## src/rtl/spm_pkg.sv

```systemverilog
// ============================================================================
// spm_pkg
// Shared types, constants and tables of the SSB polar modulator.
// ============================================================================
`default_nettype none

package spm_pkg;

  localparam int TAPS   = 45;
  localparam int ADDR_W = 6;
  localparam int NWTS   = 11;

  localparam logic [15:0] CFG_RATE_RST    = 16'd8000;
  localparam logic [27:0] CFG_CARRIER_RST = 28'd7200000;

  localparam logic [7:0] REG_SAMPLE_RATE = 8'd0;
  localparam logic [7:0] REG_CARRIER_HZ  = 8'd1;

  localparam logic [15:0] AMP_FULL = 16'd32768;

  typedef enum logic [3:0] {
    S_IDLE,
    S_MCALC,
    S_VWR,
    S_QINIT,
    S_QRD,
    S_QACC,
    S_IRD,
    S_IGET,
    S_PREP,
    S_AWT,
    S_SQGO,
    S_SQWT,
    S_OFFP,
    S_OFFC,
    S_DONE
  } state_t;

  typedef struct packed {
    logic take;
    logic m_get;
    logic v_wr;
    logic q_clr;
    logic q_rd;
    logic q_acc;
    logic i_rd;
    logic i_get;
    logic q_get;
    logic prep;
    logic div_go;
    logic ph_get;
    logic sq_go;
    logic amp_get;
    logic off_prep;
    logic off_get;
    logic out_load;
  } spm_cmd_t;

  typedef struct packed {
    logic div_done;
    logic sq_done;
    logic last_tap;
  } spm_sts_t;

  // Hilbert weights for odd taps, innermost last
  function automatic logic [6:0] hilbert_w(input logic [3:0] k);
    logic [6:0] w;
    case (k)
      4'd0:    w = 7'd1;
      4'd1:    w = 7'd1;
      4'd2:    w = 7'd1;
      4'd3:    w = 7'd2;
      4'd4:    w = 7'd4;
      4'd5:    w = 7'd6;
      4'd6:    w = 7'd9;
      4'd7:    w = 7'd14;
      4'd8:    w = 7'd23;
      4'd9:    w = 7'd41;
      4'd10:   w = 7'd127;
      default: w = 7'd0;
    endcase
    return w;
  endfunction

endpackage

`default_nettype wire

```

## src/rtl/spm_div.sv

```systemverilog
// ============================================================================
// spm_div
// Restoring unsigned divider, 32-bit dividend by 16-bit divisor, one
// quotient bit per cycle. Quotient holds until the next start.
// ============================================================================
`default_nettype none

module spm_div (
  input  wire logic        clk,
  input  wire logic        rst_n,
  input  wire logic        start,
  input  wire logic [31:0] dividend,
  input  wire logic [15:0] divisor,
  output logic             done,
  output logic [31:0]      quotient
);

  logic [31:0] quo_r, quo_nxt;
  logic [15:0] rem_r, rem_nxt;
  logic [15:0] dvs_r;
  logic [5:0]  cnt_r;
  logic        busy_r, done_r;
  logic [16:0] rem_sh;
  logic        ge;

  always_comb begin
    rem_sh  = {rem_r, quo_r[31]};
    ge      = rem_sh >= {1'b0, dvs_r};
    rem_nxt = ge ? 16'(rem_sh - {1'b0, dvs_r}) : rem_sh[15:0];
    quo_nxt = {quo_r[30:0], ge};
  end

  always_ff @(posedge clk) begin
    if (!rst_n) begin
      busy_r <= 1'b0;
      done_r <= 1'b0;
      cnt_r  <= '0;
    end else begin
      done_r <= 1'b0;
      if (start) begin
        busy_r <= 1'b1;
        cnt_r  <= '0;
      end else if (busy_r) begin
        cnt_r <= cnt_r + 6'd1;
        if (cnt_r == 6'd31) begin
          busy_r <= 1'b0;
          done_r <= 1'b1;
        end
      end
    end
  end

  always_ff @(posedge clk) begin
    if (start) begin
      quo_r <= dividend;
      rem_r <= '0;
      dvs_r <= divisor;
    end else if (busy_r) begin
      quo_r <= quo_nxt;
      rem_r <= rem_nxt;
    end
  end

  assign done     = done_r;
  assign quotient = quo_r;

endmodule

`default_nettype wire

```

## src/rtl/spm_isqrt.sv

```systemverilog
// ============================================================================
// spm_isqrt
// Digit-by-digit integer square root of (sum << 16), two radicand bits per
// cycle.
// ============================================================================
`default_nettype none

module spm_isqrt (
  input  wire logic        clk,
  input  wire logic        rst_n,
  input  wire logic        start,
  input  wire logic [17:0] sum,
  output logic             done,
  output logic [17:0]      root
);

  logic [35:0] rad_r;
  logic [19:0] rem_r, rem_nxt, rem_sh, trial;
  logic [17:0] root_r, root_nxt;
  logic [4:0]  cnt_r;
  logic        busy_r, done_r, ge;

  always_comb begin
    rem_sh   = {rem_r[17:0], rad_r[35:34]};
    trial    = {root_r, 2'b01};
    ge       = rem_sh >= trial;
    rem_nxt  = ge ? rem_sh - trial : rem_sh;
    root_nxt = {root_r[16:0], ge};
  end

  always_ff @(posedge clk) begin
    if (!rst_n) begin
      busy_r <= 1'b0;
      done_r <= 1'b0;
      cnt_r  <= '0;
    end else begin
      done_r <= 1'b0;
      if (start) begin
        busy_r <= 1'b1;
        cnt_r  <= '0;
      end else if (busy_r) begin
        cnt_r <= cnt_r + 5'd1;
        if (cnt_r == 5'd17) begin
          busy_r <= 1'b0;
          done_r <= 1'b1;
        end
      end
    end
  end

  always_ff @(posedge clk) begin
    if (start) begin
      rad_r  <= {2'b00, sum, 16'h0000};
      rem_r  <= '0;
      root_r <= '0;
    end else if (busy_r) begin
      rad_r  <= {rad_r[33:0], 2'b00};
      rem_r  <= rem_nxt;
      root_r <= root_nxt;
    end
  end

  assign done = done_r;
  assign root = root_r;

endmodule

`default_nettype wire

```

## src/rtl/spm_dp.sv

```systemverilog
// ============================================================================
// spm_dp
// Datapath: config registers, 45-entry delay line in a circular buffer,
// Hilbert accumulator, arctangent divider, square root and output registers.
// ============================================================================
`default_nettype none

module spm_dp (
  input  wire logic              clk,
  input  wire logic              rst_n,
  input  wire spm_pkg::spm_cmd_t cmd,
  output spm_pkg::spm_sts_t      sts,
  input  wire logic [11:0]       in_adc_sample,
  input  wire logic              cfg_we,
  input  wire logic [7:0]        cfg_index,
  input  wire logic [31:0]       cfg_data,
  output logic [15:0]            out_amplitude,
  output logic [8:0]             out_phase_deg,
  output logic [19:0]            out_freq_offset,
  output logic [31:0]            out_tx_freq
);

  // config
  logic [15:0] rate_r;
  logic [27:0] carrier_r;

  always_ff @(posedge clk) begin
    if (!rst_n) begin
      rate_r    <= spm_pkg::CFG_RATE_RST;
      carrier_r <= spm_pkg::CFG_CARRIER_RST;
    end else if (cfg_we) begin
      case (cfg_index)
        spm_pkg::REG_SAMPLE_RATE: rate_r    <= cfg_data[15:0];
        spm_pkg::REG_CARRIER_HZ:  carrier_r <= cfg_data[27:0];
        default: ;
      endcase
    end
  end

  logic [11:0] sample_r;
  always_ff @(posedge clk) begin
    if (cmd.take) sample_r <= in_adc_sample;
  end

  // sample scaling: m = 16*s + s/273 (s*3841 >> 20 is exact for 12 bits),
  // v = m*128/32767 as (m >> 8) plus one correction step
  logic [23:0] s_prod;
  logic [15:0] m_r;
  logic [15:0] v_rem;
  logic [8:0]  v_val;

  assign s_prod = sample_r * 12'd3841;

  always_ff @(posedge clk) begin
    if (cmd.m_get) m_r <= {sample_r, 4'd0} + {12'd0, s_prod[23:20]};
  end

  assign v_rem = {8'd0, m_r[15:8]} + {1'b0, m_r[7:0], 7'd0};
  assign v_val = {1'b0, m_r[15:8]} + {8'd0, (v_rem >= 16'd32767)};

  // arctangent divider
  logic        div_done;
  logic [31:0] div_q;
  logic [31:0] div_a;
  logic [15:0] div_b;
  logic [17:0] acc_abs;
  logic [13:0] atan_num;
  logic [9:0]  atan_den;
  logic [24:0] prod_r;

  assign div_a = {18'd0, atan_num};
  assign div_b = {6'd0, atan_den};

  spm_div u_div (
    .clk      (clk),
    .rst_n    (rst_n),
    .start    (cmd.div_go),
    .dividend (div_a),
    .divisor  (div_b),
    .done     (div_done),
    .quotient (div_q)
  );

  // delay line: wp_r points at the oldest entry (logical tap 0)
  logic [8:0]                 mem [spm_pkg::TAPS];
  logic [spm_pkg::TAPS-1:0]   valid_r;
  logic [spm_pkg::ADDR_W-1:0] wp_r, ra_r, rb_r, addr_a, i_addr;
  logic [8:0]                 da_r, db_r;

  function automatic logic [spm_pkg::ADDR_W-1:0] add_mod(
    input logic [spm_pkg::ADDR_W-1:0] a, input logic [spm_pkg::ADDR_W-1:0] b);
    logic [spm_pkg::ADDR_W:0] s;
    s = {1'b0, a} + {1'b0, b};
    if (s >= (spm_pkg::ADDR_W+1)'(spm_pkg::TAPS))
      s = s - (spm_pkg::ADDR_W+1)'(spm_pkg::TAPS);
    return s[spm_pkg::ADDR_W-1:0];
  endfunction

  assign i_addr = add_mod(wp_r, spm_pkg::ADDR_W'(22));
  assign addr_a = cmd.i_rd ? i_addr : ra_r;

  always_ff @(posedge clk) begin
    if (!rst_n) begin
      valid_r <= '0;
      wp_r    <= '0;
    end else if (cmd.v_wr) begin
      valid_r[wp_r] <= 1'b1;
      wp_r          <= add_mod(wp_r, spm_pkg::ADDR_W'(1));
    end
  end

  always_ff @(posedge clk) begin
    if (cmd.v_wr) mem[wp_r] <= v_val;
    if (cmd.q_rd || cmd.i_rd) begin
      da_r <= valid_r[addr_a] ? mem[addr_a] : 9'd0;
      db_r <= valid_r[rb_r] ? mem[rb_r] : 9'd0;
    end
  end

  // Hilbert accumulation: tap 1+2k minus tap 43-2k
  logic        [3:0]  k_r;
  logic signed [17:0] acc_r;
  logic signed [9:0]  tap_diff;
  logic signed [17:0] term;
  logic        [31:0] q_prod;

  assign tap_diff = $signed({1'b0, da_r}) - $signed({1'b0, db_r});
  assign term     = 18'($signed({1'b0, spm_pkg::hilbert_w(k_r)}) * tap_diff);
  assign acc_abs  = acc_r[17] ? 18'(-acc_r) : acc_r;
  // |sum| stays below 2^16; *41528 >> 23 divides by 202 exactly there
  assign q_prod   = acc_abs[15:0] * 16'd41528;

  always_ff @(posedge clk) begin
    if (cmd.q_clr) begin
      acc_r <= '0;
      k_r   <= '0;
      ra_r  <= add_mod(wp_r, spm_pkg::ADDR_W'(1));
      rb_r  <= add_mod(wp_r, spm_pkg::ADDR_W'(43));
    end else if (cmd.q_acc) begin
      acc_r <= acc_r + term;
      k_r   <= k_r + 4'd1;
      ra_r  <= add_mod(ra_r, spm_pkg::ADDR_W'(2));
      rb_r  <= add_mod(rb_r, spm_pkg::ADDR_W'(43));
    end
  end

  // I, Q, arctangent; I is never negative so only the x >= 0 branch applies
  logic [8:0]        i_r, qabs_r;
  logic [16:0]       isq_r;
  logic              q_neg_r, a_neg_r;
  logic [17:0]       sum_r;
  logic signed [9:0] ad;
  logic [8:0]        ad_abs;
  logic [9:0]        den_raw;
  logic [6:0]        a_ang;
  logic [8:0]        phase_r, prev_r;

  assign den_raw  = {1'b0, i_r} + {1'b0, qabs_r};
  assign atan_den = (den_raw == 10'd0) ? 10'd1 : den_raw;
  assign ad       = $signed({1'b0, i_r}) - $signed({1'b0, qabs_r});
  assign ad_abs   = ad[9] ? 9'(-ad) : ad[8:0];
  assign atan_num = 14'(ad_abs * 6'd45);
  assign a_ang    = a_neg_r ? 7'(7'd45 + {1'b0, div_q[5:0]})
                            : 7'(7'd45 - {1'b0, div_q[5:0]});

  always_ff @(posedge clk) begin
    if (cmd.i_get) begin
      i_r     <= da_r;
      isq_r   <= 17'(da_r * da_r);
      q_neg_r <= acc_r[17];
    end
    if (cmd.q_get) qabs_r <= q_prod[31:23];
    if (cmd.prep) begin
      sum_r   <= {1'b0, isq_r} + 18'(qabs_r * qabs_r);
      a_neg_r <= ad[9];
    end
    // a negative sum that truncates to zero counts as Q = 0
    if (cmd.ph_get)
      phase_r <= (q_neg_r && (qabs_r != 9'd0)) ? 9'(9'd180 - {2'b0, a_ang})
                                               : 9'(9'd180 + {2'b0, a_ang});
  end

  // envelope
  logic        sq_done;
  logic [17:0] root;
  logic [15:0] amp_r;

  spm_isqrt u_sqrt (
    .clk   (clk),
    .rst_n (rst_n),
    .start (cmd.sq_go),
    .sum   (sum_r),
    .done  (sq_done),
    .root  (root)
  );

  always_ff @(posedge clk) begin
    if (cmd.amp_get)
      amp_r <= (root > {2'b0, spm_pkg::AMP_FULL}) ? spm_pkg::AMP_FULL : root[15:0];
  end

  // phase step and frequency offset
  logic [8:0]  dph;
  logic [19:0] off_r;
  logic [51:0] off_prod;

  assign dph = (phase_r >= prev_r) ? 9'(phase_r - prev_r)
                                   : 9'(phase_r + 9'd360 - prev_r);

  // prod*16/360 = (2*prod)/45; *47721859 >> 31 is exact below 2^26
  assign off_prod = {prod_r, 1'b0} * 26'd47721859;

  always_ff @(posedge clk) begin
    if (!rst_n) begin
      prev_r <= '0;
    end else if (cmd.off_prep) begin
      prev_r <= phase_r;
    end
  end

  always_ff @(posedge clk) begin
    if (cmd.off_prep) prod_r <= 25'(dph * rate_r);
    if (cmd.off_get)  off_r  <= off_prod[50:31];
  end

  // output register
  always_ff @(posedge clk) begin
    if (cmd.out_load) begin
      out_amplitude   <= amp_r;
      out_phase_deg   <= phase_r;
      out_freq_offset <= off_r;
      out_tx_freq     <= {carrier_r, 4'd0} + {12'd0, off_r};
    end
  end

  assign sts.div_done = div_done;
  assign sts.sq_done  = sq_done;
  assign sts.last_tap = (k_r == 4'(spm_pkg::NWTS - 1));

endmodule

`default_nettype wire

```

## src/rtl/spm_ctrl.sv

```systemverilog
// ============================================================================
// spm_ctrl
// Sequencer: steps one sample through the datapath and owns the handshakes.
// ============================================================================
`default_nettype none

module spm_ctrl (
  input  wire logic             clk,
  input  wire logic             rst_n,
  input  wire logic             in_valid,
  output logic                  in_ready,
  output logic                  out_valid,
  input  wire logic             out_ready,
  input  wire spm_pkg::spm_sts_t sts,
  output spm_pkg::spm_cmd_t     cmd
);

  spm_pkg::state_t state_r, state_nxt;
  logic            out_valid_r;
  logic            out_free;

  assign out_free = !out_valid_r || out_ready;

  always_comb begin
    state_nxt = state_r;
    case (state_r)
      spm_pkg::S_IDLE:  if (in_valid) state_nxt = spm_pkg::S_MCALC;
      spm_pkg::S_MCALC: state_nxt = spm_pkg::S_VWR;
      spm_pkg::S_VWR:   state_nxt = spm_pkg::S_QINIT;
      spm_pkg::S_QINIT: state_nxt = spm_pkg::S_QRD;
      spm_pkg::S_QRD:   state_nxt = spm_pkg::S_QACC;
      spm_pkg::S_QACC:  state_nxt = sts.last_tap ? spm_pkg::S_IRD : spm_pkg::S_QRD;
      spm_pkg::S_IRD:   state_nxt = spm_pkg::S_IGET;
      spm_pkg::S_IGET:  state_nxt = spm_pkg::S_PREP;
      spm_pkg::S_PREP:  state_nxt = spm_pkg::S_AWT;
      spm_pkg::S_AWT:   if (sts.div_done) state_nxt = spm_pkg::S_SQGO;
      spm_pkg::S_SQGO:  state_nxt = spm_pkg::S_SQWT;
      spm_pkg::S_SQWT:  if (sts.sq_done) state_nxt = spm_pkg::S_OFFP;
      spm_pkg::S_OFFP:  state_nxt = spm_pkg::S_OFFC;
      spm_pkg::S_OFFC:  state_nxt = spm_pkg::S_DONE;
      spm_pkg::S_DONE:  if (out_free) state_nxt = spm_pkg::S_IDLE;
      default:          state_nxt = spm_pkg::S_IDLE;
    endcase
  end

  always_comb begin
    cmd = '0;
    case (state_r)
      spm_pkg::S_IDLE:  cmd.take = in_valid;
      spm_pkg::S_MCALC: cmd.m_get = 1'b1;
      spm_pkg::S_VWR:   cmd.v_wr = 1'b1;
      spm_pkg::S_QINIT: cmd.q_clr = 1'b1;
      spm_pkg::S_QRD:   cmd.q_rd = 1'b1;
      spm_pkg::S_QACC:  cmd.q_acc = 1'b1;
      spm_pkg::S_IRD:   cmd.i_rd = 1'b1;
      spm_pkg::S_IGET: begin
        cmd.i_get = 1'b1;
        cmd.q_get = 1'b1;
      end
      spm_pkg::S_PREP: begin
        cmd.prep   = 1'b1;
        cmd.div_go = 1'b1;
      end
      spm_pkg::S_AWT:   cmd.ph_get = sts.div_done;
      spm_pkg::S_SQGO:  cmd.sq_go = 1'b1;
      spm_pkg::S_SQWT:  cmd.amp_get = sts.sq_done;
      spm_pkg::S_OFFP:  cmd.off_prep = 1'b1;
      spm_pkg::S_OFFC:  cmd.off_get = 1'b1;
      spm_pkg::S_DONE:  cmd.out_load = out_free;
      default: ;
    endcase
  end

  always_ff @(posedge clk) begin
    if (!rst_n) begin
      state_r     <= spm_pkg::S_IDLE;
      out_valid_r <= 1'b0;
    end else begin
      state_r <= state_nxt;
      if (cmd.out_load)
        out_valid_r <= 1'b1;
      else if (out_ready)
        out_valid_r <= 1'b0;
    end
  end

  assign in_ready  = (state_r == spm_pkg::S_IDLE);
  assign out_valid = out_valid_r;

endmodule

`default_nettype wire

```

## src/rtl/ssb_polar_modulator.sv

```systemverilog
// Flow: each input beat passes through scaling, the Hilbert sum, the arctangent
//   divide, the square root and the frequency offset step before the result is valid.
// Input: one sample at a time; the next input beat is taken once the
//   result has moved into the output register, so a held result stalls input.
// Reset: synchronous, active low; delay line reads zero, previous phase zero,
//   sample_rate 8000 and carrier_hz 7200000.
// ============================================================================
// ssb_polar_modulator
// Hilbert-transform SSB polar modulator: envelope, phase and transmit
// frequency per microphone sample.
// ============================================================================
`default_nettype none

module ssb_polar_modulator (
  input  wire logic        clk,
  input  wire logic        rst_n,
  input  wire logic        in_valid,
  output logic             in_ready,
  input  wire logic [11:0] in_adc_sample,
  output logic             out_valid,
  input  wire logic        out_ready,
  output logic [15:0]      out_amplitude,
  output logic [8:0]       out_phase_deg,
  output logic [19:0]      out_freq_offset,
  output logic [31:0]      out_tx_freq,
  input  wire logic        cfg_valid,
  output logic             cfg_ready,
  input  wire logic [7:0]  cfg_index,
  input  wire logic [31:0] cfg_data
);

  spm_pkg::spm_cmd_t cmd;
  spm_pkg::spm_sts_t sts;

  assign cfg_ready = 1'b1;

  spm_ctrl u_ctrl (
    .clk       (clk),
    .rst_n     (rst_n),
    .in_valid  (in_valid),
    .in_ready  (in_ready),
    .out_valid (out_valid),
    .out_ready (out_ready),
    .sts       (sts),
    .cmd       (cmd)
  );

  spm_dp u_dp (
    .clk             (clk),
    .rst_n           (rst_n),
    .cmd             (cmd),
    .sts             (sts),
    .in_adc_sample   (in_adc_sample),
    .cfg_we          (cfg_valid && cfg_ready),
    .cfg_index       (cfg_index),
    .cfg_data        (cfg_data),
    .out_amplitude   (out_amplitude),
    .out_phase_deg   (out_phase_deg),
    .out_freq_offset (out_freq_offset),
    .out_tx_freq     (out_tx_freq)
  );

`ifndef SYNTHESIS
  a_busy_after_take: assert property (@(posedge clk) disable iff (!rst_n)
    (in_valid && in_ready) |=> !in_ready)
    else $error("input taken while busy");

  a_units_exclusive: assert property (@(posedge clk) disable iff (!rst_n)
    !(sts.div_done && sts.sq_done))
    else $error("divider and square root finished together");

  a_phase_range: assert property (@(posedge clk) disable iff (!rst_n)
    out_valid |-> (out_phase_deg <= 9'd360))
    else $error("phase out of range");

  a_amp_range: assert property (@(posedge clk) disable iff (!rst_n)
    out_valid |-> (out_amplitude <= spm_pkg::AMP_FULL))
    else $error("amplitude not saturated");
`endif

endmodule

`default_nettype wire
```

## config.mk

```make
export PLATFORM = sky130hd
export DESIGN_NAME = ssb_polar_modulator
export DESIGN_NICKNAME = d
export VERILOG_FILES = /design/src/rtl/spm_pkg.sv /design/src/rtl/spm_div.sv /design/src/rtl/spm_isqrt.sv /design/src/rtl/spm_dp.sv /design/src/rtl/spm_ctrl.sv /design/src/rtl/ssb_polar_modulator.sv
export SDC_FILE = /design/constraint.sdc
export NUM_CORES = 2
export LEC_CHECK = 0
export BUFFER_PORTS_ARGS = -buffer_cell sky130_fd_sc_hd__buf_2
export CORE_UTILIZATION = 35
export CTS_BUF_LIST = sky130_fd_sc_hd__clkbuf_8
export DETAILED_ROUTE_END_ITERATION = 12
export MAX_ROUTING_LAYER = met4
export PLACE_DENSITY_LB_ADDON = 0.08
export SETUP_SLACK_MARGIN = 0.05
export SLEW_MARGIN = 20
export SYNTH_ARGS = -nofsm -noshare
export SYNTH_HDL_FRONTEND = slang
export SYNTH_SLANG_ARGS = --single-unit
```

## constraint.sdc

```tcl
create_clock -name clk -period 14.85 [get_ports clk]
set_input_delay 1.485 -clock clk [delete_from_list [all_inputs] [get_ports clk]]
set_output_delay 1.485 -clock clk [all_outputs]
set_load 0.03 [all_outputs]
```

==> results by group <==
Global route
  • Vias in the first global route: between 40000 and 50000
  • Largest net degree at the start of global routing: 148
  • First-pass GRT wire length: 288.2 mm
  • Total GRT Usage: 0.1928
  • Antenna violations before repair: 5
  • Total congestion overflow: 0

Flow run
  • Max cap viols: 0

Worst setup path
  • Worst r2r src: u_dp.phase_r[1]
  • Crit path launch type: flip-flop
  • CP arrival: a little over 9000 ps
  • Crit Path Max Fanout: 16
  • Worst Setup Path Type: reg -> reg
  • CP Data Required Time: about 15000 ps
  • Family with the most delay on the worst path: adder cells
  • CP Capture Type: flip-flop
  • Worst stage delay on the critical path: between 700 and 800 ps
  • Slowest-stage cell, CP: xnor2_2
  • Critical Path Most Common Cell: fa_1
  • Worst Path Buf+Inv: 4
  • Crit. Startpoint: u_dp.phase_r[1]

Logic synthesis
  • Yosys cell types: between 90 and 100
  • Gate Count Post-Synth: 6607
  • Synth Flop Type: edfxtp_1
  • Mapped cell area: between 0.06 and 0.07 mm²
  • Synth Area in Adders: 0.2743
  • Mean Syn Cell Area: roughly 11 µm²
  • Syn Nets: 7883
  • Post-Synth Simple-Gate Area: 0.1287
  • Post-synthesis compound-gate area fraction: 0.07063
  • Seq/Total Area, Yosys: 0.3669
  • Post-synth EDFFs: between 700 and 800
  • Largest family of logic cells by synthesized area: adder cells
  • Async SR Flop Fraction: 0
  • Multiplexer area fraction after synthesis: 0.06010
  • Yosys warnings: 0
  • Synth Register Bits: a little over 900
  • Synth Area in XOR/XNOR: 0.03419

Clock network
  • Max Root-Sink Buffers: 3
  • Clock-pin slew on the worst setup and hold paths: around 60 ps
  • Worst-Skew Late Latency: 930 ps
  • Post-CTS Resized: 0
  • CTS Hold Bufs: 0
  • # clock sinks: approximately 930
  • H-Tree Depth: 4
  • Total CTS buffers: between 150 and 200
  • Clock root buffer: clkbuf_8
  • Post-CTS Setup Repair Bufs: 0
  • TritonCTS clock tree: done

Route
  • Post-route DRC: 0
  • Vias per cell: roughly 5
  • Initial drt markers: between 2000 and 3000
  • WL/cell: 19.36 µm
  • Via count: ~47000
  • Routed WL: ~180 mm
  • TritonRoute pass-1 iters: 7
  • Final ANT Viol Nets: 0

Placement
  • GP Congestion: just under 0.9
  • Setup WS pre-CTS: 6167 ps
  • Port Buffer Count: roughly 130
  • Post-DP HPWL: about 140 mm

Timing
  • Setup violators final: 0
  • Worst clock skew: approximately 47 ps
  • F_max: ~0.12 GHz
  • Period utilisation layout: 0.5819
  • Fin. Hold Viols: 0
  • Slew headroom: 0.1140
  • Worst-margin pin slew: approximately 1300 ps
  • Hold Slack: 396.6 ps
  • RSZ-0062 raised after global routing: false
  • Total negative slack: 0 ps
  • Pins Over Slew Limit: 0
  • PnR worst setup slack: 6209 ps
  • Crit path time final: between 8000 and 9000 ps

Status
  • Status: finished clean

Floorplanning
  • Ports: approximately 140
  • Rows: ~160
  • Die area: about 0.2 mm²
  • Core Area: 0.1974 mm²
  • Chip height: 448.1 µm
  • Initial Utilization: 0.3528
  • Width of the chip: approximately 450 µm

Layout
  • Area Overhead vs Synth: 10.08%
  • Commonest non-fill, non-tap cell in the layout: inv_1
  • Layout cells sized above 1: 0.09519
  • # nets final: ~8000
  • Commonest cells after routing, fill and taps aside: inv_1, nand2_1, ha_1

Power and ir drop
  • Static leakage: roughly 33 nW
  • PwrDens: between 100 and 150 mW/mm²
  • Maximum VDD drop: about 0.33 mV

Min path
  • Hold Crit Class: reg -> reg
  • Hold_sp: u_dp.amp_r[2]
-- cell usage after synthesis (10+ instances only) --
cell      count  area share
a21boi_0     19      0.0020
fa_1        512        0.15
clkbuf_1    160      0.0086
xor2_1       80       0.010
and2_1      166       0.015
buf_4        10      0.0011
or3_1        23      0.0021
edfxtp_1    701        0.30
dfxtp_1     225       0.065
nand4_1      39      0.0035
nand2b_1     40      0.0036
buf_2        38      0.0027
a311o_1      11      0.0016
ha_1        707        0.13
a21oi_1     296       0.021
a31oi_1      30      0.0027
o21ai_0     171       0.012
and3_1       15      0.0013
nor2b_1      57      0.0051
o211a_1      11      0.0016
o21a_1       15      0.0016
o21bai_1     30      0.0032
a21o_1       53      0.0057
buf_1        30      0.0016
nor2_1      411       0.022
a211oi_1     24      0.0026
a41oi_1      15      0.0019
nor3_1       56      0.0040
nor4_1       37      0.0033
nand3_1     243       0.017
nand2_1     837       0.045
o22ai_1      18      0.0016
inv_1       937       0.051
mux2i_1     102       0.015
mux4_2      139       0.045
xnor2_1     190       0.024
-- cell type report --
class	count	area, µm²
fill	19567	120800
antenna	3	7.507
timing repair buffer	202	1239
clock buffer	187	2574
tap	2640	3303
clock inverter	124	639.4
sequential	926	25560
multi-input combinational	4499	39800
inverter	943	3542
-- power by group --
| part | internal (mW) | leakage [nW] | switching, mW | total (mW) |
|---|---|---|---|---|
| registers | 2.92 | 8.13 | 0.0956 | 3.01 |
| logic | 1.77 | 23.0 | 2.37 | 4.14 |
| clock network | 1.20 | 1.87 | 1.15 | 2.35 |
-- stage by stage --
| stage | cell area (µm²) | power [mW] | cells | utilization |
|---|---|---|---|---|
| floorplan | 69640 | 6.234 | 6607 | - |
| global placement | 73390 | 7.227 | 9209 | 0.3717 |
| detailed placement | 73400 | 7.270 | 9209 | 0.3718 |
| CTS | 76610 | 9.731 | 9520 | 0.3880 |
| global route | 76660 | 10.51 | 9524 | 0.3883 |
| finish | 76660 | 9.496 | 9524 | 0.3883 |
-- kinds of logic after synthesis --
kind of cell             after synthesis
AO/OA/AOI/OAI                        788
XOR/XNOR                             271
adder cells (fa/ha/maj)             1220
buffers and inverters               1182
flip-flops                           926
multiplexers                         244
other                                  1
AND/OR/NAND/NOR                     1975
-- state kept, by name, indices dropped and copies added, names as in the netlist, 15 cells and up, named ones only --
| name | flops |
|---|---|
| u_dp.isq_r | 15 |
| u_dp.u_div.quotient | 32 |
| u_dp.u_sqrt.rad_r | 20 |
| u_dp.valid_r | 45 |
| u_dp.rate_r | 16 |
| u_dp.m_r | 16 |
| u_dp.u_div.rem_r | 16 |
| u_dp.u_sqrt.rem_r | 18 |
| u_dp.amp_r | 16 |
| u_dp.out_amplitude | 16 |
| u_dp.sum_r | 18 |
| u_dp.u_sqrt.root | 18 |
| u_dp.out_freq_offset | 16 |
| u_dp.out_tx_freq | 32 |
| u_dp.off_r | 20 |
| u_dp.acc_r | 18 |
| u_dp.prod_r | 25 |
| u_dp.mem | 405 |
| u_dp.carrier_r | 28 |
-- final timing paths --
kind | endpoint | slack, ps | depth (start not counted)
max | u_dp.prod_r[23] | 6210 | 29
min | u_dp.out_amplitude[2] | 400 | 0
max reg2reg | u_dp.prod_r[23] | 6210 | 29
min reg2reg | u_dp.out_amplitude[2] | 400 | 0
-- metal layers --
metal	track usage	routed length (µm)	up-vias
met3	0.02496	7443	273
met4	0.05260	4685	0
met2	0.3151	88040	912
li1	-	-	22661
met5	-	0	-
met1	0.2510	84200	23065
(Power assumes the default switching activity.)
